File: src/design/psh_pkg.sv
package psh_pkg;

  localparam int unsigned BatW = 10;
  localparam int unsigned ModeW = 3;

  localparam logic [BatW-1:0] CritLevelRst = 10'd440;

  localparam logic [ModeW-1:0] MODE_START = 3'd0;
  localparam logic [ModeW-1:0] MODE_SWOFF = 3'd1;
  localparam logic [ModeW-1:0] MODE_PWROFF = 3'd2;
  localparam logic [ModeW-1:0] MODE_WAIT = 3'd3;
  localparam logic [ModeW-1:0] MODE_FLAT = 3'd4;

  localparam logic [1:0] PER_1S = 2'd1;
  localparam logic [1:0] PER_2S = 2'd2;
  localparam logic [1:0] PER_3S = 2'd3;

  localparam int unsigned Per1Len = 1000;
  localparam int unsigned Per2Len = 2000;
  localparam int unsigned Per3Len = 3000;

  localparam logic [11:0] SlowOnUntil = 12'd20;
  localparam logic [11:0] WaitWindow = 12'd500;
  localparam logic [11:0] WaitBeat = 12'd250;
  localparam logic [11:0] WaitOnUntil = 12'd20;
  localparam logic [11:0] FlatWindow = 12'd600;
  localparam logic [11:0] FlatBeat = 12'd200;
  localparam logic [11:0] FlatOnUntil = 12'd15;

  typedef enum logic [4:0] {
    ST_START  = 5'b00001,
    ST_SWOFF  = 5'b00010,
    ST_PWROFF = 5'b00100,
    ST_WAIT   = 5'b01000,
    ST_FLAT   = 5'b10000
  } mode_e;

  typedef struct packed {
    mode_e       mode;
    logic        led;
    logic        forced;
    logic [1:0]  period_sel;
    logic [9:0]  cnt1k;
    logic [10:0] cnt2k;
    logic [11:0] cnt3k;
  } psh_state_t;

  function automatic logic [ModeW-1:0] mode_code(mode_e m);
    logic [ModeW-1:0] code;
    case (m)
      ST_START:  code = MODE_START;
      ST_SWOFF:  code = MODE_SWOFF;
      ST_PWROFF: code = MODE_PWROFF;
      ST_WAIT:   code = MODE_WAIT;
      ST_FLAT:   code = MODE_FLAT;
      default:   code = MODE_START;
    endcase
    return code;
  endfunction

endpackage

File: src/design/psh_in_if.sv
interface psh_in_if import psh_pkg::*; ();
  logic            valid;
  logic            ready;
  logic            switch_open;
  logic            shutdown_request;
  logic            button_pressed;
  logic [BatW-1:0] battery_level;

  modport source (
    output valid, switch_open, shutdown_request, button_pressed, battery_level,
    input  ready
  );
  modport sink (
    input  valid, switch_open, shutdown_request, button_pressed, battery_level,
    output ready
  );
endinterface

File: src/design/psh_out_if.sv
interface psh_out_if import psh_pkg::*; ();
  logic             valid;
  logic             ready;
  logic             red_led_on;
  logic             regulator_forced_off;
  logic [ModeW-1:0] mode;

  modport source (
    output valid, red_led_on, regulator_forced_off, mode,
    input  ready
  );
  modport sink (
    input  valid, red_led_on, regulator_forced_off, mode,
    output ready
  );
endinterface

File: src/design/psh_step.sv
module psh_step import psh_pkg::*; (
  input  psh_state_t      state_i,
  input  logic            switch_open_i,
  input  logic            shutdown_request_i,
  input  logic            button_pressed_i,
  input  logic [BatW-1:0] battery_level_i,
  input  logic [BatW-1:0] crit_level_i,
  output psh_state_t      state_o
);

  logic        bat_flat;
  logic [9:0]  cnt1k_n;
  logic [10:0] cnt2k_n;
  logic [11:0] cnt3k_n;
  logic [11:0] phase;
  logic [11:0] phase_wait;
  logic [11:0] phase_flat;

  assign bat_flat = battery_level_i < crit_level_i;

  assign cnt1k_n = (state_i.cnt1k == 10'(Per1Len - 1)) ? '0 : state_i.cnt1k + 10'd1;
  assign cnt2k_n = (state_i.cnt2k == 11'(Per2Len - 1)) ? '0 : state_i.cnt2k + 11'd1;
  assign cnt3k_n = (state_i.cnt3k == 12'(Per3Len - 1)) ? '0 : state_i.cnt3k + 12'd1;

  always_comb begin
    case (state_i.period_sel)
      PER_2S:  phase = {1'b0, cnt2k_n};
      PER_3S:  phase = cnt3k_n;
      default: phase = {2'b00, cnt1k_n};
    endcase
  end

  assign phase_wait = (phase >= WaitBeat) ? phase - WaitBeat : phase;
  assign phase_flat = (phase >= 12'(2 * FlatBeat)) ? phase - 12'(2 * FlatBeat) :
                      (phase >= FlatBeat) ? phase - FlatBeat : phase;

  always_comb begin
    state_o = state_i;
    if (state_i.mode != ST_START) begin
      state_o.cnt1k = cnt1k_n;
      state_o.cnt2k = cnt2k_n;
      state_o.cnt3k = cnt3k_n;
    end
    case (state_i.mode)
      ST_START: begin
        state_o.cnt1k = '0;
        state_o.cnt2k = '0;
        state_o.cnt3k = '0;
        state_o.forced = 1'b0;
        if (!switch_open_i) begin
          state_o.period_sel = PER_3S;
          state_o.mode = ST_SWOFF;
        end else if (bat_flat) begin
          state_o.mode = ST_FLAT;
          state_o.period_sel = PER_2S;
          state_o.forced = 1'b1;
        end else begin
          state_o.mode = ST_WAIT;
        end
      end
      ST_SWOFF, ST_PWROFF: begin
        state_o.led = (phase <= SlowOnUntil);
        if (state_i.mode == ST_SWOFF || button_pressed_i) begin
          state_o.forced = 1'b0;
          if (!switch_open_i) begin
            state_o.period_sel = PER_3S;
            state_o.mode = ST_SWOFF;
          end else if (bat_flat) begin
            state_o.mode = ST_FLAT;
            state_o.period_sel = PER_2S;
            state_o.forced = 1'b1;
          end else begin
            state_o.mode = ST_WAIT;
            state_o.period_sel = PER_1S;
          end
        end
      end
      ST_WAIT: begin
        if (phase < WaitWindow) begin
          state_o.led = (phase_wait <= WaitOnUntil);
        end
        state_o.forced = 1'b0;
        if (!switch_open_i) begin
          state_o.period_sel = PER_3S;
          state_o.mode = ST_SWOFF;
        end else if (bat_flat) begin
          state_o.mode = ST_FLAT;
          state_o.period_sel = PER_2S;
          state_o.forced = 1'b1;
        end
        if (shutdown_request_i) begin
          state_o.forced = 1'b1;
          state_o.mode = ST_PWROFF;
        end
      end
      ST_FLAT: begin
        if (phase < FlatWindow) begin
          state_o.led = (phase_flat <= FlatOnUntil);
        end
      end
      default: begin
        state_o = state_i;
      end
    endcase
  end

endmodule

File: src/design/power_supervisor_heartbeat.sv
// Soft power supervisor, stepped by one word on the input channel per millisecond tick.
// Each input word carries the supply switch level, the host shutdown request, the power
// button and a battery sample; each produces exactly one output word with the red LED
// level, the regulator force-off flag and the current mode code.
// The first word after reset performs the start-up check; later words advance the
// heartbeat phase and move the supervisor between its modes.
// The battery threshold is written through cfg_we_i and cfg_wdata_i; the user must
// write it only while no word is in flight, which the block does not enforce; it
// resets to 440 counts. The output word is valid in the cycle after acceptance, and a
// new word can be accepted every cycle while the receiver takes each word, set by the
// single state register that doubles as the output register.
// When the receiver stalls, the output word holds and the input channel is held off
// until that word is taken; a word arriving on the cycle it is taken is accepted.
// Reset, asynchronous and active low, returns the supervisor to the starting mode with
// the LED off, the regulator released and the output channel empty.
module power_supervisor_heartbeat import psh_pkg::*; #(
  parameter int unsigned ADC_BITS = 10
) (
  input  logic            clk_i,
  input  logic            rst_ni,
  input  logic            cfg_we_i,
  input  logic [BatW-1:0] cfg_wdata_i,
  psh_in_if.sink          in_i,
  psh_out_if.source       out_o
);

  localparam logic [BatW-1:0] AdcMask =
    (ADC_BITS >= BatW) ? {BatW{1'b1}} : BatW'((1 << ADC_BITS) - 1);

  psh_state_t      state_q;
  psh_state_t      state_d;
  logic [BatW-1:0] crit_q;
  logic            out_valid_q;
  logic            accept;

  assign in_i.ready = !out_valid_q || out_o.ready;
  assign accept = in_i.valid && in_i.ready;

  psh_step u_step (
    .state_i            (state_q),
    .switch_open_i      (in_i.switch_open),
    .shutdown_request_i (in_i.shutdown_request),
    .button_pressed_i   (in_i.button_pressed),
    .battery_level_i    (in_i.battery_level & AdcMask),
    .crit_level_i       (crit_q & AdcMask),
    .state_o            (state_d)
  );

  always_ff @(posedge clk_i or negedge rst_ni) begin
    if (!rst_ni) begin
      crit_q <= CritLevelRst;
    end else if (cfg_we_i) begin
      crit_q <= cfg_wdata_i;
    end
  end

  always_ff @(posedge clk_i or negedge rst_ni) begin
    if (!rst_ni) begin
      state_q.mode <= ST_START;
      state_q.led <= 1'b0;
      state_q.forced <= 1'b0;
      state_q.period_sel <= PER_1S;
      state_q.cnt1k <= '0;
      state_q.cnt2k <= '0;
      state_q.cnt3k <= '0;
    end else if (accept) begin
      state_q <= state_d;
    end
  end

  always_ff @(posedge clk_i or negedge rst_ni) begin
    if (!rst_ni) begin
      out_valid_q <= 1'b0;
    end else if (accept) begin
      out_valid_q <= 1'b1;
    end else if (out_o.ready) begin
      out_valid_q <= 1'b0;
    end
  end

  assign out_o.valid = out_valid_q;
  assign out_o.red_led_on = state_q.led;
  assign out_o.regulator_forced_off = state_q.forced;
  assign out_o.mode = mode_code(state_q.mode);

`ifndef SYNTH
  assert property (@(posedge clk_i) disable iff (!rst_ni)
    state_q.forced |-> (state_q.mode == ST_PWROFF || state_q.mode == ST_FLAT))
    else $error("regulator forced off outside power-off or battery-flat mode");

  assert property (@(posedge clk_i) disable iff (!rst_ni)
    state_q.mode == ST_FLAT |=> state_q.mode == ST_FLAT)
    else $error("battery-flat mode left before reset");

  assert property (@(posedge clk_i) disable iff (!rst_ni)
    accept |=> out_valid_q)
    else $error("accepted word produced no output word");
`endif

endmodule

File: src/flat_wrapper.sv
// flat-port wrapper written by rule: the top's interface ports become plain ports
module power_supervisor_heartbeat_flat import psh_pkg::*;
#(
  parameter int unsigned ADC_BITS = 10
)
  (clk_i, rst_ni, cfg_we_i, cfg_wdata_i, in_i_valid, in_i_switch_open, in_i_shutdown_request, in_i_button_pressed, in_i_battery_level, in_i_ready, out_o_valid, out_o_red_led_on, out_o_regulator_forced_off, out_o_mode, out_o_ready);
  psh_in_if in_i_i ();
  psh_out_if out_o_i ();
  input  logic clk_i;
  input  logic rst_ni;
  input  logic cfg_we_i;
  input  logic [BatW-1:0] cfg_wdata_i;
  input wire logic [$bits(in_i_i.valid)-1:0] in_i_valid;
  input wire logic [$bits(in_i_i.switch_open)-1:0] in_i_switch_open;
  input wire logic [$bits(in_i_i.shutdown_request)-1:0] in_i_shutdown_request;
  input wire logic [$bits(in_i_i.button_pressed)-1:0] in_i_button_pressed;
  input wire logic [$bits(in_i_i.battery_level)-1:0] in_i_battery_level;
  output wire logic [$bits(in_i_i.ready)-1:0] in_i_ready;
  output wire logic [$bits(out_o_i.valid)-1:0] out_o_valid;
  output wire logic [$bits(out_o_i.red_led_on)-1:0] out_o_red_led_on;
  output wire logic [$bits(out_o_i.regulator_forced_off)-1:0] out_o_regulator_forced_off;
  output wire logic [$bits(out_o_i.mode)-1:0] out_o_mode;
  input wire logic [$bits(out_o_i.ready)-1:0] out_o_ready;
  assign in_i_i.valid = in_i_valid;
  assign in_i_i.switch_open = in_i_switch_open;
  assign in_i_i.shutdown_request = in_i_shutdown_request;
  assign in_i_i.button_pressed = in_i_button_pressed;
  assign in_i_i.battery_level = in_i_battery_level;
  assign in_i_ready = in_i_i.ready;
  assign out_o_valid = out_o_i.valid;
  assign out_o_red_led_on = out_o_i.red_led_on;
  assign out_o_regulator_forced_off = out_o_i.regulator_forced_off;
  assign out_o_mode = out_o_i.mode;
  assign out_o_i.ready = out_o_ready;
  power_supervisor_heartbeat #(.ADC_BITS(ADC_BITS)) u_core (.clk_i(clk_i), .rst_ni(rst_ni), .cfg_we_i(cfg_we_i), .cfg_wdata_i(cfg_wdata_i), .in_i(in_i_i), .out_o(out_o_i));
endmodule
File: config.mk
export PLATFORM = sky130hd
export DESIGN_NAME = power_supervisor_heartbeat_flat
export DESIGN_NICKNAME = d
export VERILOG_FILES = /design/src/design/psh_pkg.sv /design/src/design/psh_in_if.sv /design/src/design/psh_out_if.sv /design/src/design/psh_step.sv /design/src/design/power_supervisor_heartbeat.sv /design/src/flat_wrapper.sv
export SDC_FILE = /design/constraint.sdc
export NUM_CORES = 1
export LEC_CHECK = 0
export BUFFER_PORTS_ARGS = -buffer_cell sky130_fd_sc_hd__buf_2
export CORE_MARGIN = 2
export CORE_UTILIZATION = 55
export CTS_CLUSTER_SIZE = 12
export DETAILED_ROUTE_END_ITERATION = 8
export PLACE_DENSITY = 0.77
export SKIP_CTS_REPAIR_TIMING = 1
export SLEW_MARGIN = 20
export SYNTH_ARGS = -nofsm -noshare
export SYNTH_HDL_FRONTEND = slang
export SYNTH_HIERARCHICAL = 1
export SYNTH_SLANG_ARGS = --single-unit
File: constraint.sdc
create_clock -name clk_i -period 3.5 [get_ports clk_i]
set_input_delay 0.7 -clock clk_i [delete_from_list [all_inputs] [get_ports clk_i]]
set_output_delay 0.7 -clock clk_i [all_outputs]
set_load 0.03 [all_outputs]
==> flow_summary.yaml, run 1 <==
outcome:
  status: "completed"
placement:
  port_buffers: 34
  dpl-instance-area_sq_um: 5560
  dp_slack_ps: 14.7
  gp_congestion: 0.957
  dp.cells: 716
  dpl.hpwl_microns: 9270
clocking:
  worst_skew_pair.late_latency_ps: 320
  tritoncts.num_buffers: 5
  cts.sinks: 53
  cts.reportedPaths.clkPinSlew_ps: 110
  cts_root_buffer: "clkbuf_8"
  max-clock-path-buffers: 2
  clock_tree_from_tritoncts: "built"
  cts.htree.levels: 2
synthesis:
  synthesis.instances: 562
  number_of_enable_flip_flop_cells_after_synthesis: 0
  synth_cell_types: 83
  synth_warnings: 6
  synth.yosys.seq_area_share_pct: 26.5
  synth_async_sr_flop_share_pct: 100
  post_synth_instance_area_sq_um: 5050
  avgSynthCellArea_sq_um: 8.98
  synth_nets: 612
  ys_dominant_reg_cell: "dfrtp_1"
  synth.ff_latch_count: 53
timing:
  final_setup_violation_count: 0
  maxClockFrequency_ghz: 0.299
  timing.final.max_slew_violations: 0
  setup_slack_ps: 156
  max_slew.worst_pin.slew_ps: 820
  finalClockSkew_ps: 4.35
  final-hold-violation-count: 0
  maxSlewHeadroom_pct: 45.3
  layout_worst_path_cycle_share_pct: 95.5
  finalCriticalPeriod_ps: 3340
critical_path:
  crit_required_ps: 3710
  timing.critical_path.to_type: "flop"
  critPathMaxFanout: 4
  cp_launch_type: "flop"
  critPathKind: "flop to flop"
  worst-endpoint-arrival_ps: 3560
detailed_routing:
  routed_via_density: 6.44
  vias: 4724
  finalWirelength_microns: 13100
  routedWlPerCell_microns: 17.9
  antenna_left: 0
  firstDrtPassIters: 5
  initialDrtViolationCount: 269
  remaining_drc_errors: 0
finish:
  fillCellCount: 704
  ff_latch_area_sq_um: 1350
  area_growth_syn_to_layout_pct: 17.4
  nNetsFinal: 674
  drive_gt1_share_pct: 34.2
  layout.cells.non_filler: 733
  multiInputGateArea_sq_um: 3690
  final_cell_mix: "buf_4, o21ai_0, mux2_4"
  n_antenna_cell: 0
  design_area_sq_um: 5930
power:
  ir_worst_vdd_mv: 0.481
  leakagePower_uw: 0.00257
  power.density_cell_area_nw_per_um2: 764
grt:
  first_global_vias: 4474
  gr-usage-all-layers_pct: 26.5
  grt_antenna_before_repair: 0
  first_pass_grt_wire_length_microns: 21600
  grt.overflow.total: 0
  largest_net_degree_at_the_start_of_global_routing: 43
die:
  design.die.area_sq_um: 9960
  count_of_boundary_i_o_pins: 35
  fp.dieH_microns: 99.8
  placementRows: 34
  starting_utilization_of_the_core_area_pct: 57.3
  core-area_sq_um: 8810
  die_w_microns: 99.8
hold_path:
  min_path_type: "input port to async pin"
flow_run:
  cap_viol_max_count: 0
## Yosys cell counts (all sizes together) (6+ instances only)
master / count / share of area [%]
clkbuf: 18 / 1.3
and3: 11 / 1.4
a31oi: 9 / 1.1
or3: 7 / 0.87
ha: 22 / 5.5
nor2b: 9 / 1.1
mux2: 52 / 15
buf: 12 / 1.8
o21ai: 56 / 5.6
nand2b: 9 / 1.3
dfrtp: 46 / 23
nor2: 36 / 2.7
a21o: 9 / 1.3
nand3: 22 / 2.4
a21oi: 26 / 2.6
dfstp: 7 / 3.6
nand2: 37 / 2.9
nor3: 9 / 0.89
nor4: 7 / 0.87
o31ai: 13 / 1.9
and2: 6 / 0.74
inv: 23 / 1.7
nand4: 8 / 1.3
xnor2: 17 / 2.9
## cell families (layout without fill, tap and decap cells)
| group | Yosys count | count (layout) | share of synthesized area (%) |
|---|---|---|---|
| AND/OR/NAND/NOR | 183 | 183 | 20.6 |
| buffers and inverters | 53 | 116 | 4.86 |
| multiplexers | 53 | 53 | 14.8 |
| adder cells (fa/ha/maj) | 22 | 22 | 5.45 |
| AO/OA/AOI/OAI | 178 | 178 | 24.4 |
| XOR/XNOR | 20 | 20 | 3.47 |
| flip-flops | 53 | 53 | 26.5 |
## final cells by class
cell class,instances,area share [%]
clock buffers,5,1.16
clock inverters,3,0.802
flip-flops and latches,53,22.7
repair buffers,85,9.33
multi-input cells,456,62.3
inverters,23,1.46
well taps,108,2.28
## routing by layer
metal | vias up | GRT usage (%) | share of wire, %
li1 | 2246 | - | -
met1 | 2255 | 34.9 | 43
met2 | 192 | 44.2 | 48
met3 | 31 | 4.87 | 6.7
met4 | 0 | 8.43 | 2.5
met5 | - | 0 | 0
## registers in the layout (all words and copies together), names as in the netlist
name                               count
u_core/crit_q                         10
u_core/out_o.red_led_on                1
u_core/out_o.regulator_forced_off      1
u_core/out_o.valid                     1
u_core/state_q                        40
## worst max-delay path: stages, from the launching register on
cell and delay [ps]:
dfrtp_1 410, or4b_4 590, o31ai_4 210, nor2_2 80, a221oi_4 220, inv_2 100, ha_2 200, nand2b_1 70
a21oi_1 70, o31a_2 350, and3_1 190, a221oi_2 180, o31ai_1 120, a31o_1 200, mux2_4 260
## report_power, final
part	total, uW	switching (uW)	internal (uW)
registers	939	195	744
logic	3140	1760	1380
clock network	447	228	219
total	4520	2180	2340
## path summary, 6_finish.rpt
kind	start	endpoint	slack, ps	cells past startpoint
worst min-delay path	rst_ni	u_core/crit_q[1]	380	1
worst min register to register	u_core/crit_q[2]	u_core/crit_q[2]	520	1
max in group asynchronous	rst_ni	u_core/state_q[11]	2300	2
worst max-delay path	u_core/state_q[6]	u_core/out_o.red_led_on	160	14
min in group clk_i	u_core/crit_q[2]	u_core/crit_q[2]	520	1
worst max register to register	u_core/state_q[6]	u_core/out_o.red_led_on	160	14
## metrics by stage
stage                     setup TNS (ps)  util, %  total power (uW)  hold slack [ps]
after floorplan                        0        -              2970              404
after detailed placement               0     63.1              3800              497
after global placement                 0     63.1              3740              493
after global routing               -15.5     67.3              4890              423
after CTS                          -20.9     64.4              4270              400
final                                  0     67.3              4520              383
Power figures use the tool's default switching activity.
==> run 2: changes to the inputs <==
--- a/config.mk
+++ b/config.mk
@@ -10,7 +10,7 @@
 export CORE_UTILIZATION = 55
 export CTS_CLUSTER_SIZE = 12
 export DETAILED_ROUTE_END_ITERATION = 8
-export PLACE_DENSITY = 0.77
+export PLACE_DENSITY_LB_ADDON = 0.1
 export SKIP_CTS_REPAIR_TIMING = 1
 export SLEW_MARGIN = 20
 export SYNTH_ARGS = -nofsm -noshare
==> flow_summary.yaml, run 2 (synthesis gave the netlist of run 1 again) <==
finish:
  n_antenna_cell: 0
  layout.cells.non_filler: 748
  area_growth_syn_to_layout_pct: 17.5
  drive_gt1_share_pct: 33.9
  fillCellCount: 723
  nNetsFinal: 689
  layout.cells.most_common: "buf_4"
  final_cell_mix: "buf_4, o21ai_0, mux2_4, dfrtp_1, nand2_1"
  largest_register_ffs: 40
  registers.top_by_ff_count: "u_core/state_q"
  reg_top3: "u_core/state_q x40, u_core/crit_q x10"
clocking:
  cts.htree.levels: 2
  cts.reportedPaths.clkPinSlew_ps: 110
  worst_skew_pair.late_latency_ps: 310
  max-clock-path-buffers: 2
  clock_tree_from_tritoncts: "built"
  tritoncts.num_buffers: 5
  cts.sinks: 53
  cts_root_buffer: "clkbuf_8"
critical_path:
  critPathTopFamily: "compound AO/OA/AOI/OAI gates"
  crit_path_most_repeated_cell: "buf_4"
  worst-endpoint-arrival_ps: 3650
  crit_chain: "buf_4, nor4b_2, a31oi_2, buf_4, a221oi_2, buf_4, ha_1, nor2b_1, a311oi_2, o21ai_0, a21oi_1, o31ai_1, a31o_1, mux2_4"
  crit_required_ps: 3710
  worst_path_max_delay_cell: "dfrtp_1"
  rrSetupSlack_ps: 60
  critPathKind: "flop to flop"
  regToRegEndpoint: "u_core/out_o.red_led_on"
  worst-path-buf-inv: 3
  cp_launch_type: "flop"
  critical-path-max-stage-delay_ps: 450
  r2r-start: "u_core/state_q[3]"
  critPathMaxFanout: 4
  reg2regPathDepth: 14
  timing.critical_path.to_type: "flop"
timing:
  max_slew.worst_pin.slew_ps: 841
  timing.final.max_slew_violations: 0
  setup_slack_ps: 63.4
  final-hold-violation-count: 0
  maxSlewHeadroom_pct: 43.9
  worst_hold_slack_ps: 491
  final_setup_violation_count: 0
  maxClockFrequency_ghz: 0.291
  finalCriticalPeriod_ps: 3440
  finalClockSkew_ps: 4.20
  layout_worst_path_cycle_share_pct: 98.2
power:
  seq_power_share_pct: 20.8
  p_comb_share_pct: 70.6
  swShare_pct: 48.9
  clkPwrFrac_pct: 8.6
  ir_worst_vdd_mv: 0.419
  intPower_uw: 2290
  leakagePower_uw: 0.00265
  power.switching_uw: 2190
  power.density_cell_area_nw_per_um2: 756
  post-layout-total-power_uw: 4480
detailed_routing:
  initialDrtViolationCount: 259
  firstDrtPassIters: 5
  antenna_left: 0
  routed_via_density: 6.32
  remaining_drc_errors: 0
  vias: 4724
  finalWirelength_microns: 13200
  routedWlPerCell_microns: 17.7
die:
  placementRows: 34
  die_w_microns: 99.8
  starting_utilization_of_the_core_area_pct: 57.3
  core-area_sq_um: 8810
  fp.dieH_microns: 99.8
  count_of_boundary_i_o_pins: 35
  design.die.area_sq_um: 9960
placement:
  dpl.hpwl_microns: 9390
  dp.cells: 728
  port_buffers: 34
  dp_slack_ps: 19.0
  gp_congestion: 0.951
grt:
  largest_net_degree_at_the_start_of_global_routing: 54
  first_pass_grt_wire_length_microns: 22000
  first_global_vias: 4453
  grt.overflow.total: 0
  grt_antenna_before_repair: 0
  gr-usage-all-layers_pct: 27.0
flow_run:
  cap_viol_max_count: 0
hold_path:
  min_path_type: "input port to async pin"
outcome:
  status: "completed"
==> run 2: cell count changes in the layout (fill, tap and decap cells not counted), sizes merged <==
cell,delta
clkinv,+1
bufinv,-1
buf,+15
==> run 2: power groups by stage <==
stage / clock [uW] / sequential (uW) / combinational [uW]
6_report: 387 / 933 / 3160
3_3_place_gp: 0 / 925 / 2900
4_1_cts: 410 / 924 / 2950
5_1_grt: 426 / 954 / 3450
2_1_floorplan: 0 / 900 / 2070
3_5_place_dp: 0 / 935 / 2940
==> run 2: final cells by class <==
type / count / area, sq um / share of cell area, %
Tap cell: 108 / 135 / 2.28
Timing Repair Buffer: 100 / 669 / 11.3
Clock buffer: 5 / 68.8 / 1.16
Sequential cell: 53 / 1340 / 22.6
Multi-Input combinational cell: 456 / 3600 / 60.7
Inverter: 23 / 86.3 / 1.46
Clock inverter: 3 / 28.8 / 0.485
==> run 2: per-stage QoR <==
stage	utilization [%]	TNS [ps]	area (sq um)
global route	67.3	-112	5930
detailed placement	64.1	0	5650
finish	67.3	0	5930
CTS	65.2	-5.66	5750
floorplan	-	0	5090
global placement	64.1	0	5650
==> run 2: per-layer routing <==
| layer | share of wire (%) | vias to the layer above | GRT usage [%] |
|---|---|---|---|
| met5 | 0 | - | 0 |
| met4 | 1.2 | 0 | 6.01 |
| met3 | 4.9 | 14 | 3.20 |
| met2 | 48 | 136 | 46.3 |
| met1 | 45 | 2292 | 36.7 |
| li1 | - | 2282 | - |
==> run 2: worst max path at each step <==
stage	from	endpoint	depth (start not counted)
6_report	u_core/state_q[3]	u_core/out_o.red_led_on	14
5_1_grt	u_core/state_q[3]	u_core/out_o.red_led_on	14
4_1_cts	u_core/state_q[13]	u_core/out_o.red_led_on	13
3_5_place_dp	u_core/state_q[0]	u_core/out_o.red_led_on	14
3_3_place_gp	u_core/state_q[0]	u_core/out_o.red_led_on	13
2_1_floorplan	u_core/state_q[3]	u_core/out_o.red_led_on	15
==> run 2: worst register-to-register path: cells and delay by family, from the launching register on <==
kind	cells	cell delay [ps]
flops	1	450
simple gates	2	450
compound gates	7	1460
fa+ha+maj	1	180
buf+inv	3	520
mux	1	260
